[src/rtl/can_link_health_monitor_assert.svh]
// ----------------------------------------------------------------------------
// can link health monitor assertion macros
// Concurrent assertion wrappers, empty when built for synthesis.
// ----------------------------------------------------------------------------
`ifndef CAN_LINK_HEALTH_MONITOR_ASSERT_SVH
`define CAN_LINK_HEALTH_MONITOR_ASSERT_SVH

`ifndef SYNTHESIS

// same-cycle implication
`define CLHM_ASSERT_NOW(label, clk, rst, ante, cons, msg) \
   label: assert property (@(posedge clk) disable iff (rst) (ante) |-> (cons)) \
      else $error(msg);

// next-cycle implication
`define CLHM_ASSERT_NEXT(label, clk, rst, ante, cons, msg) \
   label: assert property (@(posedge clk) disable iff (rst) (ante) |=> (cons)) \
      else $error(msg);

`else

`define CLHM_ASSERT_NOW(label, clk, rst, ante, cons, msg)
`define CLHM_ASSERT_NEXT(label, clk, rst, ante, cons, msg)

`endif

`endif

[src/rtl/clhm_pkg.sv]
// ----------------------------------------------------------------------------
// clhm_pkg
// Types, register indexes and constants of the can link health monitor.
// ----------------------------------------------------------------------------
package clhm_pkg;

   typedef enum logic [1:0] {
      LINK_OK        = 2'd0,
      LINK_NO_FRAMES = 2'd1,
      LINK_NO_MATCH  = 2'd2
   } link_type;

   typedef enum logic [2:0] {
      HEALTH_OK          = 3'd0,
      HEALTH_NO_FRAMES   = 3'd1,
      HEALTH_STALE       = 3'd2,
      HEALTH_DECODE_BAD  = 3'd3,
      HEALTH_IMPLAUSIBLE = 3'd4
   } health_type;

   typedef enum logic [2:0] {
      CSR_NO_FRAMES_LIMIT  = 3'd0,
      CSR_LAG_LIMIT        = 3'd1,
      CSR_NO_MATCH_LIMIT   = 3'd2,
      CSR_LINK_WINDOW      = 3'd3,
      CSR_WINDOW_MAX       = 3'd4,
      CSR_IMPLAUSIBLE      = 3'd5,
      CSR_MIN_MATCH        = 3'd6,
      CSR_MIN_FRAMES_PROF  = 3'd7
   } csr_index_type;

   typedef struct packed {
      logic [31:0] now_ms;
      logic [31:0] last_frame_ms;
      logic [31:0] last_match_ms;
      logic [31:0] rx_total_count;
      logic [31:0] rx_match_count;
      logic [31:0] rx_dash_count;
      logic [31:0] oob_count;
      logic        edge_busy;
   } req_type;

   typedef struct packed {
      link_type    link_state;
      health_type  health;
      logic [31:0] quiet_ms;
      logic        redraw_request;
   } rsp_type;

   localparam logic [31:0] SKEW_TOLERANCE_MS = 32'd2000;
   localparam logic [31:0] HOLD_MIN_MS       = 32'd1000;
   localparam logic [31:0] EXIT_RECENT_MS    = 32'd300;
   localparam logic [31:0] EXIT_MIN_FRAMES   = 32'd2;
   localparam logic [31:0] NEVER_MS          = 32'hFFFF_FFFF;

   localparam logic [15:0] NO_FRAMES_LIMIT_RST = 16'd2000;
   localparam logic [15:0] LAG_LIMIT_RST       = 16'd1200;
   localparam logic [15:0] NO_MATCH_LIMIT_RST  = 16'd1500;
   localparam logic [15:0] LINK_WINDOW_RST     = 16'd1500;
   localparam logic [15:0] WINDOW_MAX_RST      = 16'd2000;
   localparam logic [7:0]  IMPLAUSIBLE_RST     = 8'd20;
   localparam logic [7:0]  MIN_MATCH_RST       = 8'd25;
   localparam logic [7:0]  MIN_FRAMES_PROF_RST = 8'd5;

   // time from then to now, with a short backward skew read as zero
   function automatic logic [31:0] elapsed_ms(input logic [31:0] now_v,
                                              input logic [31:0] then_v);
      logic [31:0] fwd;
      logic [31:0] back;
      fwd  = now_v - then_v;
      back = then_v - now_v;
      if (now_v >= then_v) begin
         elapsed_ms = fwd;
      end else if (back <= SKEW_TOLERANCE_MS) begin
         elapsed_ms = '0;
      end else begin
         elapsed_ms = fwd;
      end
   endfunction

endpackage

[src/rtl/can_link_health_monitor.sv]
// ----------------------------------------------------------------------------
// can_link_health_monitor
// Judges link state and health class of a bus from periodic evaluation ticks.
//
//   channel  ports                               direction
//   req      req_valid req_stall req_data        in, one tick per request
//   rsp      rsp_valid rsp_stall rsp_data        out, one result per tick
//   csr      csr_valid csr_ready csr_index/wdata in, register writes
//
// A request is registered, then evaluated in one pass into the result
// register once the output is free: one request per cycle while rsp_stall is low.
// Window, base counters and class state update as the result is loaded.
// Synchronous reset clears all control state and restores register defaults.
// rsp_stall holds the result; req_stall rises only with both stages full.
// ----------------------------------------------------------------------------
`include "can_link_health_monitor_assert.svh"

module can_link_health_monitor
   import clhm_pkg::*;
(
   input  logic          clock,
   input  logic          reset,
   input  logic          req_valid,
   output logic          req_stall,
   input  req_type       req_data,
   output logic          rsp_valid,
   input  logic          rsp_stall,
   output rsp_type       rsp_data,
   input  logic          csr_valid,
   output logic          csr_ready,
   input  csr_index_type csr_index,
   input  logic [15:0]   csr_wdata
);

   // configuration
   logic [15:0] no_frames_limit_ff, lag_limit_ff, no_match_limit_ff;
   logic [15:0] link_window_ff, window_max_ff;
   logic [7:0]  implausible_ff, min_match_ff, min_frames_prof_ff;

   // pipeline
   req_type     req_ff;
   logic        s1_valid_ff, s1_valid_in;
   rsp_type     rsp_ff, rsp_in;
   logic        rsp_valid_ff, rsp_valid_in;
   logic        out_free, load_out, accept_req;

   // monitor state
   logic [31:0] window_start_ff, window_start_in;
   logic [31:0] total_base_ff, total_base_in;
   logic [31:0] match_base_ff, match_base_in;
   logic [31:0] dash_base_ff, dash_base_in;
   logic [31:0] oob_base_ff, oob_base_in;
   link_type    link_now_ff, link_now_in;
   health_type  health_now_ff, health_now_in;
   logic [31:0] health_time_ff, health_time_in;

   // evaluation
   logic        heard_any, heard_match, silent, restart, judge;
   logic [31:0] frame_age, match_age;
   logic [31:0] ws1, tb1, db1;
   logic [31:0] tb2, mb2, ob2;
   logic [31:0] td1, dd1, win_frames, md, od;
   logic [34:0] od_x5, md_x4;
   link_type    desired;
   health_type  health_raw, health_new;
   logic        held, can_leave;

   assign out_free   = !rsp_valid_ff || !rsp_stall;
   assign load_out   = s1_valid_ff && out_free;
   assign req_stall  = s1_valid_ff && !out_free;
   assign accept_req = req_valid && !req_stall;
   assign csr_ready  = 1'b1;
   assign rsp_valid  = rsp_valid_ff;
   assign rsp_data   = rsp_ff;

   always_comb begin
      if (accept_req) begin
         s1_valid_in = 1'b1;
      end else if (load_out) begin
         s1_valid_in = 1'b0;
      end else begin
         s1_valid_in = s1_valid_ff;
      end
      if (load_out) begin
         rsp_valid_in = 1'b1;
      end else begin
         rsp_valid_in = rsp_valid_ff && rsp_stall;
      end
   end

   always_comb begin
      heard_any   = req_ff.last_frame_ms != '0;
      heard_match = req_ff.last_match_ms != '0;
      frame_age   = heard_any ? elapsed_ms(req_ff.now_ms, req_ff.last_frame_ms) : NEVER_MS;
      match_age   = heard_match ? elapsed_ms(req_ff.now_ms, req_ff.last_match_ms) : NEVER_MS;
      silent      = !heard_any || (frame_age > {16'd0, no_frames_limit_ff});

      // window restart on an unstarted or overlong window
      restart = (window_start_ff == '0) ||
                ((req_ff.now_ms - window_start_ff) > {16'd0, window_max_ff});
      ws1 = restart ? req_ff.now_ms         : window_start_ff;
      tb1 = restart ? req_ff.rx_total_count : total_base_ff;
      db1 = restart ? req_ff.rx_dash_count  : dash_base_ff;

      judge = !silent && ((req_ff.now_ms - ws1) >= {16'd0, link_window_ff});
      td1   = req_ff.rx_total_count - tb1;
      dd1   = req_ff.rx_dash_count - db1;

      if (silent) begin
         desired = LINK_NO_FRAMES;
      end else if (judge) begin
         if (td1 == '0 && dd1 == '0) begin
            desired = LINK_NO_FRAMES;
         end else if (td1 >= {24'd0, min_frames_prof_ff} && dd1 == '0) begin
            desired = LINK_NO_MATCH;
         end else begin
            desired = LINK_OK;
         end
      end else begin
         desired = link_now_ff;
      end

      // a judgement restarts the window too
      if (restart || judge) begin
         window_start_in = req_ff.now_ms;
         tb2             = req_ff.rx_total_count;
         mb2             = req_ff.rx_match_count;
         dash_base_in    = req_ff.rx_dash_count;
         ob2             = req_ff.oob_count;
      end else begin
         window_start_in = window_start_ff;
         tb2             = total_base_ff;
         mb2             = match_base_ff;
         dash_base_in    = dash_base_ff;
         ob2             = oob_base_ff;
      end
      total_base_in = tb2;
      match_base_in = mb2;
      oob_base_in   = ob2;

      win_frames = req_ff.rx_total_count - tb2;
      md         = req_ff.rx_match_count - mb2;
      od         = req_ff.oob_count - ob2;
      od_x5      = {1'b0, od, 2'b00} + {3'b000, od};
      md_x4      = {1'b0, md, 2'b00};

      if (silent) begin
         health_raw = HEALTH_NO_FRAMES;
      end else if (frame_age > {16'd0, lag_limit_ff}) begin
         health_raw = HEALTH_STALE;
      end else if (match_age > {16'd0, no_match_limit_ff} || req_ff.edge_busy) begin
         health_raw = HEALTH_DECODE_BAD;
      end else if (od >= {24'd0, implausible_ff}) begin
         health_raw = HEALTH_IMPLAUSIBLE;
      end else if (md >= {24'd0, min_match_ff} && od_x5 > md_x4) begin
         health_raw = HEALTH_DECODE_BAD;
      end else begin
         health_raw = HEALTH_OK;
      end

      // no-frames exit hysteresis
      held      = (req_ff.now_ms - health_time_ff) < HOLD_MIN_MS;
      can_leave = (heard_any && frame_age <= EXIT_RECENT_MS) || win_frames >= EXIT_MIN_FRAMES;
      if (health_now_ff == HEALTH_NO_FRAMES && (held || !can_leave)) begin
         health_new = HEALTH_NO_FRAMES;
      end else begin
         health_new = health_raw;
      end

      link_now_in    = desired;
      health_now_in  = health_new;
      health_time_in = (health_new != health_now_ff) ? req_ff.now_ms : health_time_ff;

      rsp_in.link_state     = desired;
      rsp_in.health         = health_new;
      rsp_in.quiet_ms       = frame_age;
      rsp_in.redraw_request = (desired != link_now_ff) || (health_new != health_now_ff);
   end

   always_ff @(posedge clock) begin
      if (accept_req) begin
         req_ff <= req_data;
      end
      if (load_out) begin
         rsp_ff <= rsp_in;
      end
   end

   always_ff @(posedge clock) begin
      if (reset) begin
         s1_valid_ff     <= 1'b0;
         rsp_valid_ff    <= 1'b0;
         window_start_ff <= '0;
         total_base_ff   <= '0;
         match_base_ff   <= '0;
         dash_base_ff    <= '0;
         oob_base_ff     <= '0;
         link_now_ff     <= LINK_OK;
         health_now_ff   <= HEALTH_OK;
         health_time_ff  <= '0;
      end else begin
         s1_valid_ff  <= s1_valid_in;
         rsp_valid_ff <= rsp_valid_in;
         if (load_out) begin
            window_start_ff <= window_start_in;
            total_base_ff   <= total_base_in;
            match_base_ff   <= match_base_in;
            dash_base_ff    <= dash_base_in;
            oob_base_ff     <= oob_base_in;
            link_now_ff     <= link_now_in;
            health_now_ff   <= health_now_in;
            health_time_ff  <= health_time_in;
         end
      end
   end

   always_ff @(posedge clock) begin
      if (reset) begin
         no_frames_limit_ff <= NO_FRAMES_LIMIT_RST;
         lag_limit_ff       <= LAG_LIMIT_RST;
         no_match_limit_ff  <= NO_MATCH_LIMIT_RST;
         link_window_ff     <= LINK_WINDOW_RST;
         window_max_ff      <= WINDOW_MAX_RST;
         implausible_ff     <= IMPLAUSIBLE_RST;
         min_match_ff       <= MIN_MATCH_RST;
         min_frames_prof_ff <= MIN_FRAMES_PROF_RST;
      end else if (csr_valid && csr_ready) begin
         unique case (csr_index)
            CSR_NO_FRAMES_LIMIT: no_frames_limit_ff <= csr_wdata;
            CSR_LAG_LIMIT:       lag_limit_ff       <= csr_wdata;
            CSR_NO_MATCH_LIMIT:  no_match_limit_ff  <= csr_wdata;
            CSR_LINK_WINDOW:     link_window_ff     <= csr_wdata;
            CSR_WINDOW_MAX:      window_max_ff      <= csr_wdata;
            CSR_IMPLAUSIBLE:     implausible_ff     <= csr_wdata[7:0];
            CSR_MIN_MATCH:       min_match_ff       <= csr_wdata[7:0];
            CSR_MIN_FRAMES_PROF: min_frames_prof_ff <= csr_wdata[7:0];
            default: ;
         endcase
      end
   end

   // result classes mirror the stored state once loaded
   `CLHM_ASSERT_NEXT(a_rsp_matches_state, clock, reset, load_out,
      rsp_valid_ff && rsp_ff.link_state == link_now_ff && rsp_ff.health == health_now_ff,
      "result classes differ from stored state")
   `CLHM_ASSERT_NEXT(a_redraw_on_change, clock, reset, load_out,
      rsp_ff.redraw_request == ((link_now_ff != $past(link_now_ff)) ||
                                (health_now_ff != $past(health_now_ff))),
      "redraw strobe does not match a class change")
   `CLHM_ASSERT_NEXT(a_state_holds, clock, reset, !load_out,
      $stable(link_now_ff) && $stable(health_now_ff) && $stable(window_start_ff),
      "monitor state moved without a request")
   `CLHM_ASSERT_NOW(a_stall_cause, clock, reset, req_stall,
      s1_valid_ff && rsp_valid_ff && rsp_stall, "request stalled with room in the pipeline")

endmodule
[config.mk]
export PLATFORM = sky130hd
export DESIGN_NAME = can_link_health_monitor
export DESIGN_NICKNAME = d
export VERILOG_FILES = /design/src/rtl/clhm_pkg.sv /design/src/rtl/can_link_health_monitor.sv
export VERILOG_INCLUDE_DIRS = /design/src /design/src/rtl
export SDC_FILE = /design/constraint.sdc
export NUM_CORES = 2
export LEC_CHECK = 0
export ABC_CLOCK_PERIOD_IN_PS = 32800
export BUFFER_PORTS_ARGS = -buffer_cell sky130_fd_sc_hd__buf_2
export CAP_MARGIN = 20
export CORE_MARGIN = 1
export CORE_UTILIZATION = 60
export CTS_BUF_LIST = sky130_fd_sc_hd__clkbuf_8
export DETAILED_ROUTE_END_ITERATION = 8
export PLACE_DENSITY = 0.79
export SYNTH_ARGS = -nofsm -noshare
export SYNTH_HDL_FRONTEND = slang
export SYNTH_SLANG_ARGS = --single-unit
[constraint.sdc]
create_clock -name clock -period 32.8 [get_ports clock]
set_clock_uncertainty 0.05 [all_clocks]
set_input_delay 4.92 -clock clock [delete_from_list [all_inputs] [get_ports clock]]
set_output_delay 4.92 -clock clock [all_outputs]
set_load 0.05 [all_outputs]
# Yosys cells after proc, flatten, opt, wreduce, memory -nomap -nowiden
# Index checks and enable logic that the tools add are counted.
# Widths: inputs -> output; s select.
# word_totals
in_bits	249
regBits	566
# op_classes
magnitude_cmp	16
mux	25
reduce_logical	42
eq_ne	10
add_sub_neg	13
# op_table
cell	count
$mux 32	12
$sub 32x32->32	12
$gt 32x16->1	4
$ge 32x8->1	3
$logic_not 32->1	3
$ge 32x32->1	2
$le 32x11->1 const B	2
$reduce_bool 32->1	2
$add 34x32->35	1
$gt 35x34->1	1
$ge 32x16->1	1
$ge 32x2->1 const B	1
$le 32x9->1 const B	1
$lt 32x10->1 const B	1
$reduce_and 2->1	10
$mux 3	5
$eq 3x3->1 const B	4
$logic_and 1x1->1	10
$mux 2	5
$logic_or 1x1->1	8
$logic_not 1->1	7
$eq 3x1->1 const B	2
$eq 3x2->1 const B	2
$logic_not 3->1	1
4 further kinds	6

# Depth between registers and ports, before layout
# depth
ltp_word	23
mapped_depth	93
ltp_nobuf	89

# Worst setup path before layout
# No wires, ideal clock.
# synth_timing
kind	reg-to-reg
start	reg req_ff[194] (netlist bit)
end	reg health_time_ff[1]
setup_time_ns	0.072
stages_incl_launch_ff	82
path_slack_ns	16.398
synth_period_minus_slack_ns	16.402
arrival_time_ns	16.280
t_required_ns	32.678
path_cell_list	edfxtp_1 inv_1 fa_1 nand2b_1 a21oi_1 o21ai_1 o211ai_1 xor2_1 ha_1 a21oi_1 nand2_1 a211oi_1 a21oi_1 a2111oi_0 nand4_1 nor2_1 clkbuf_1 clkbuf_1 (+46 left out) nor3_1 o31a_1 a211oi_1 nor2b_1 o21ai_0 xnor2_1 ha_1 nand4_1 or4_1 nor3_1 a31oi_1 and2_1 a41oi_1 o21ai_0 xnor2_1 a21oi_4 buf_12 mux2i_1
# synth_between
elab_chain_len	23
elab_cells_between_ends	56
classes_between	add/sub: 11; order compare: 15; eq/ne: 1; mux: 16; reduce/logical: 13
# synth_lines
item	line	text
start: declaration	can_link_health_monitor.sv:41	req_type req_ff;
start signal: assignment	can_link_health_monitor.sv:182	req_ff <= req_data;
parallel branches: the longest is 9 deep, another holds $sub 32x32->32	--	
$logic_or 1x1->1 (*)	can_link_health_monitor.sv:124	if (restart || judge) begin
$mux 32 (*)	can_link_health_monitor.sv:124	
named net ob2[0]	can_link_health_monitor.sv:61	logic [31:0] tb2, mb2, ob2;
$sub 32x32->32 (*)	can_link_health_monitor.sv:143	od = req_ff.oob_count - ob2;
$add 34x32->35	can_link_health_monitor.sv:144	od_x5 = {1'b0, od, 2'b00} + {3'b000, od};
$gt 35x34->1	can_link_health_monitor.sv:155	end else if (md >= {24'd0, min_match_ff} && od_x5 > md_x4) begin
$logic_and 1x1->1	can_link_health_monitor.sv:155	
$mux 2	can_link_health_monitor.sv:155	
$mux 3 (*)	can_link_health_monitor.sv:153	end else if (od >= {24'd0, implausible_ff}) begin
$mux 3 (*)	can_link_health_monitor.sv:151	end else if (match_age > {16'd0, no_match_limit_ff} || req_ff.edge_busy) begin
$mux 3 (*)	can_link_health_monitor.sv:149	end else if (frame_age > {16'd0, lag_limit_ff}) begin
$mux 3 (*)	can_link_health_monitor.sv:147	if (silent) begin
$mux 3 (*)	can_link_health_monitor.sv:164	if (health_now_ff == HEALTH_NO_FRAMES && (held || !can_leave)) begin
$ne 3x3->1 (*)	can_link_health_monitor.sv:172	health_time_in = (health_new != health_now_ff) ? req_ff.now_ms : health_time_ff;
$reduce_and 2->1 (no source line) (*)	--	
end signal: assignment	can_link_health_monitor.sv:212	health_time_ff <= health_time_in;
end: declaration	can_link_health_monitor.sv:55	logic [31:0] health_time_ff, health_time_in;
# Mark *: on every way through the listed nets, which the timed path passes.
# A chain may end at the register's enable or synchronous reset.

# Final worst setup path
# layout_timing
start	reg req_ff[194] (netlist bit)
end	reg health_time_ff[14]
# Same word-level chain as after synthesis.

==> metrics.md <==
| Metric | Value |
|---|---|
| Drt first pass iters | 8 |
| Share of the synthesized area in the top cell type | 0.169 |
| Syn Nets | 6425 |
| Register area share after synthesis | 0.299 |
| I/O Buffers | 288 |
| Post-Syn Area | 0.0467 mm² |
| # hold bufs at CTS | 0 |
| P_leak | 22.6 nW |
| Die Y | 281 µm |
| Mean Syn Cell Area | 8.29 µm² |
| Dpl hpwl | 115 mm |
| PnR worst setup slack | 12.98 ns |
| Top post-synthesis cells by area | edfxtp_1 (17%), ha_1 (14%), dfxtp_1 (13%), a21oi_1 (6.7%), nand2_1 (5.8%) |
| Setup_tns | 0 ns |
| Hold Startpoint | window_max_ff[15] |
| Synthesized flop and latch total | 566 |
| Synth-to-layout area growth | 9.00% |
| Peak VDD IR | 0.0459 mV |
| R2r setup slk | 12.98 ns |
| Met2 WL post-DR | 67.3 mm |
| Number of synthesized flops with an enable pin | 263 |
| Met3 wire len | 10.0 mm |
| Fraction of registers with async set/reset | 0 |
| FF-to-FF End | health_time_ff[14] |
| Fmax achieved | 0.0505 GHz |
| Hold Violations, Final | 0 |
| Final min period | 19.82 ns |
| Final wirelength | 148 mm |
| Grt total ovfl | 0 |
| Resized cells post-CTS | 0 |
| RSZ-0062 raised after global routing | no |
| TritonCTS Buffers | 96 |
| Tcrit/Tclk final | 0.604 |
| Largest net degree at the start of global routing | 160 |
| CTS clk-pin slew, worst paths | 0.06 ns |
| Critical Path AT | 20.43 ns |
| CTS tree | done |
| Critical Path End Type | register |
| Later-pin clock latency in the skew report | 0.77 ns |
| Worst slew pin tran | 1.12 ns |
| Die X | 281 µm |
| Starting Density | 0.611 |
| Drt drc | 0 |
| First-pass GRT wire length | 225 mm |
| Cell row count | 101 |
| Highest metal used | met5 |
| Yosys cell types | 114 |
| Setup CP Type | register to register |
| Max-cap viol count | 0 |
| Max-slew violations | 0 |
| Bufs and invs on worst path | 4 |
| Placer congestion estimate | 1.03 |
| Worst path top cell family by delay | compound AO/OA/AOI/OAI gates |
| Antenna-violating nets left | 0 |
| Total power | 0.00228 W |
| DR iter-0 viols | 3688 |
| CTS Root Cell | clkbuf_8 |
| Bufs on Longest Clock Path | 3 |
| Via density | 6.19 |
| Vias | 43.2k |
| Place WS | 13.54 ns |
| Worst rel slew slack | 0.245 |
| Count leader, synth | nand2_1 |
| CTS Sinks | 566 |
| Crit Reg-Reg Startpoint | req_ff[194] |
| Worst stage delay on the critical path | 0.69 ns |
| GR Util All Layers | 0.366 |
| Die Footprint | 0.0789 mm² |
| # nets final | 6658 |
| Top FF cell, synth | dfxtp_1 |
| Yosys top cell by area | edfxtp_1 |
| Vias in the first global route | 40.0k |
| Hold WC Path Type | register to register |
| Share of cells above drive strength 1 | 0.0980 |
| Top Ports | 290 |
| Post CTS Setup Buffer Count | 0 |
| CP Max Fanout | 61 |
| H-tree levels | 3 |
| Core ar. | 0.0765 mm² |
| Final setup fails | 0 |
| Slowest CP cell | nor4_2 |
| Critical Path RT | 33.41 ns |
| WHS Path Cells | 2 |
| Final Util | 0.666 |
| Reg2Reg Depth | 78 |
| Outcome | finished, final reports clean |
| Cell count after synthesis | 5633 |
| Most common library cells after synthesis | nand2_1 (723), a21oi_1 (621), ha_1 (534) |
| Nature of the critical path startpoint | register |
| Pwr Density | 44.7 mW/mm² |
| DR WL/cell | 21.2 µm |
| Initial antenna violation count | 5 |
| Synth warn | 0 |
| Metal-1 WL | 61.9 mm |
| Worst Hold End | window_max_ff[15] |
## cells by family (layout without fill, tap and decap cells)
| group | Yosys count | count (layout) | synth area share |
|---|---|---|---|
| simple gates | 1873 | 1873 | 0.193 |
| compound gates | 1574 | 1574 | 0.215 |
| buf+inv | 601 | 918 | 0.0507 |
| flops | 566 | 566 | 0.299 |
| fa+ha+maj | 545 | 545 | 0.147 |
| xor+xnor | 239 | 239 | 0.0448 |
| mux | 234 | 234 | 0.0505 |
| other cells | 1 | 3 | 0.0000803 |
## cells in the final DEF, fill, tap and decap left out, drive strengths merged, types with 220 or more instances in the layout
cell / synthesis / final
edfxtp: 263 / 263
ha: 534 / 534
o21ai: 275 / 275
dfxtp: 303 / 303
a21oi: 632 / 632
inv: 394 / 439
nand2: 726 / 726
mux2i: 220 / 220
buf: 50 / 341
nor2: 365 / 365
## worst min-delay path, stage by stage (launching register included)
cell and delay [ns]:
dfxtp_1 0.31, nand2_1 0.05, a21oi_1 0.05
## cell type report
cell class	count	area [µm²]
antenna	2	5.00
clock buffer	104	1430
clock inverter	78	449
fill	6493	25600
inverter	394	1480
multi-input combinational	4466	30400
sequential	566	14000
tap	1030	1290
timing repair buffer	342	1860
## sequential cells by signal, indices dropped and copies added, names as in the netlist, 16 cells and up
name and count:
no_frames_limit_ff 16, oob_base_ff 32, req_ff 225, no_match_limit_ff 16, dash_base_ff 32, health_time_ff 32, window_max_ff 16, link_window_ff 16
rsp_data 38, window_start_ff 32, lag_limit_ff 16, total_base_ff 32, match_base_ff 32
## per-layer routing
layer / GRT usage / vias to the layer above
met4: 0.189 / 4
met1: 0.468 / 20373
met3: 0.0541 / 378
li1: - / 20810
met2: 0.597 / 1632
met5: 0 / -
## metrics by stage
step                      std cells  hold slack (ns)  area (µm²)
after floorplan                5633            0.386       46700
after CTS                      6979            0.404       50900
final                          6982            0.402       50900
after global placement         6794            0.391       49000
after global routing           6982            0.417       50900
after detailed placement       6797            0.396       49000
## how the worst max path moves through the flow
stage | end | from | cells after the start
detailed placement | health_time_ff[21] | req_ff[194] | 77
finish | health_time_ff[14] | req_ff[194] | 78
global placement | health_time_ff[22] | req_ff[194] | 77
CTS | health_time_ff[21] | req_ff[194] | 77
global route | health_time_ff[14] | req_ff[194] | 78
floorplan | health_time_ff[1] | req_ff[194] | 81
## power breakdown
group,total [W],switching [W],internal (W)
logic,0.000834,0.000510,0.000324
registers,0.000812,0.0000316,0.000780
clock network,0.000630,0.000317,0.000314
total,0.00228,0.000858,0.00142
No activity file was read; power rests on OpenSTA's default activity.
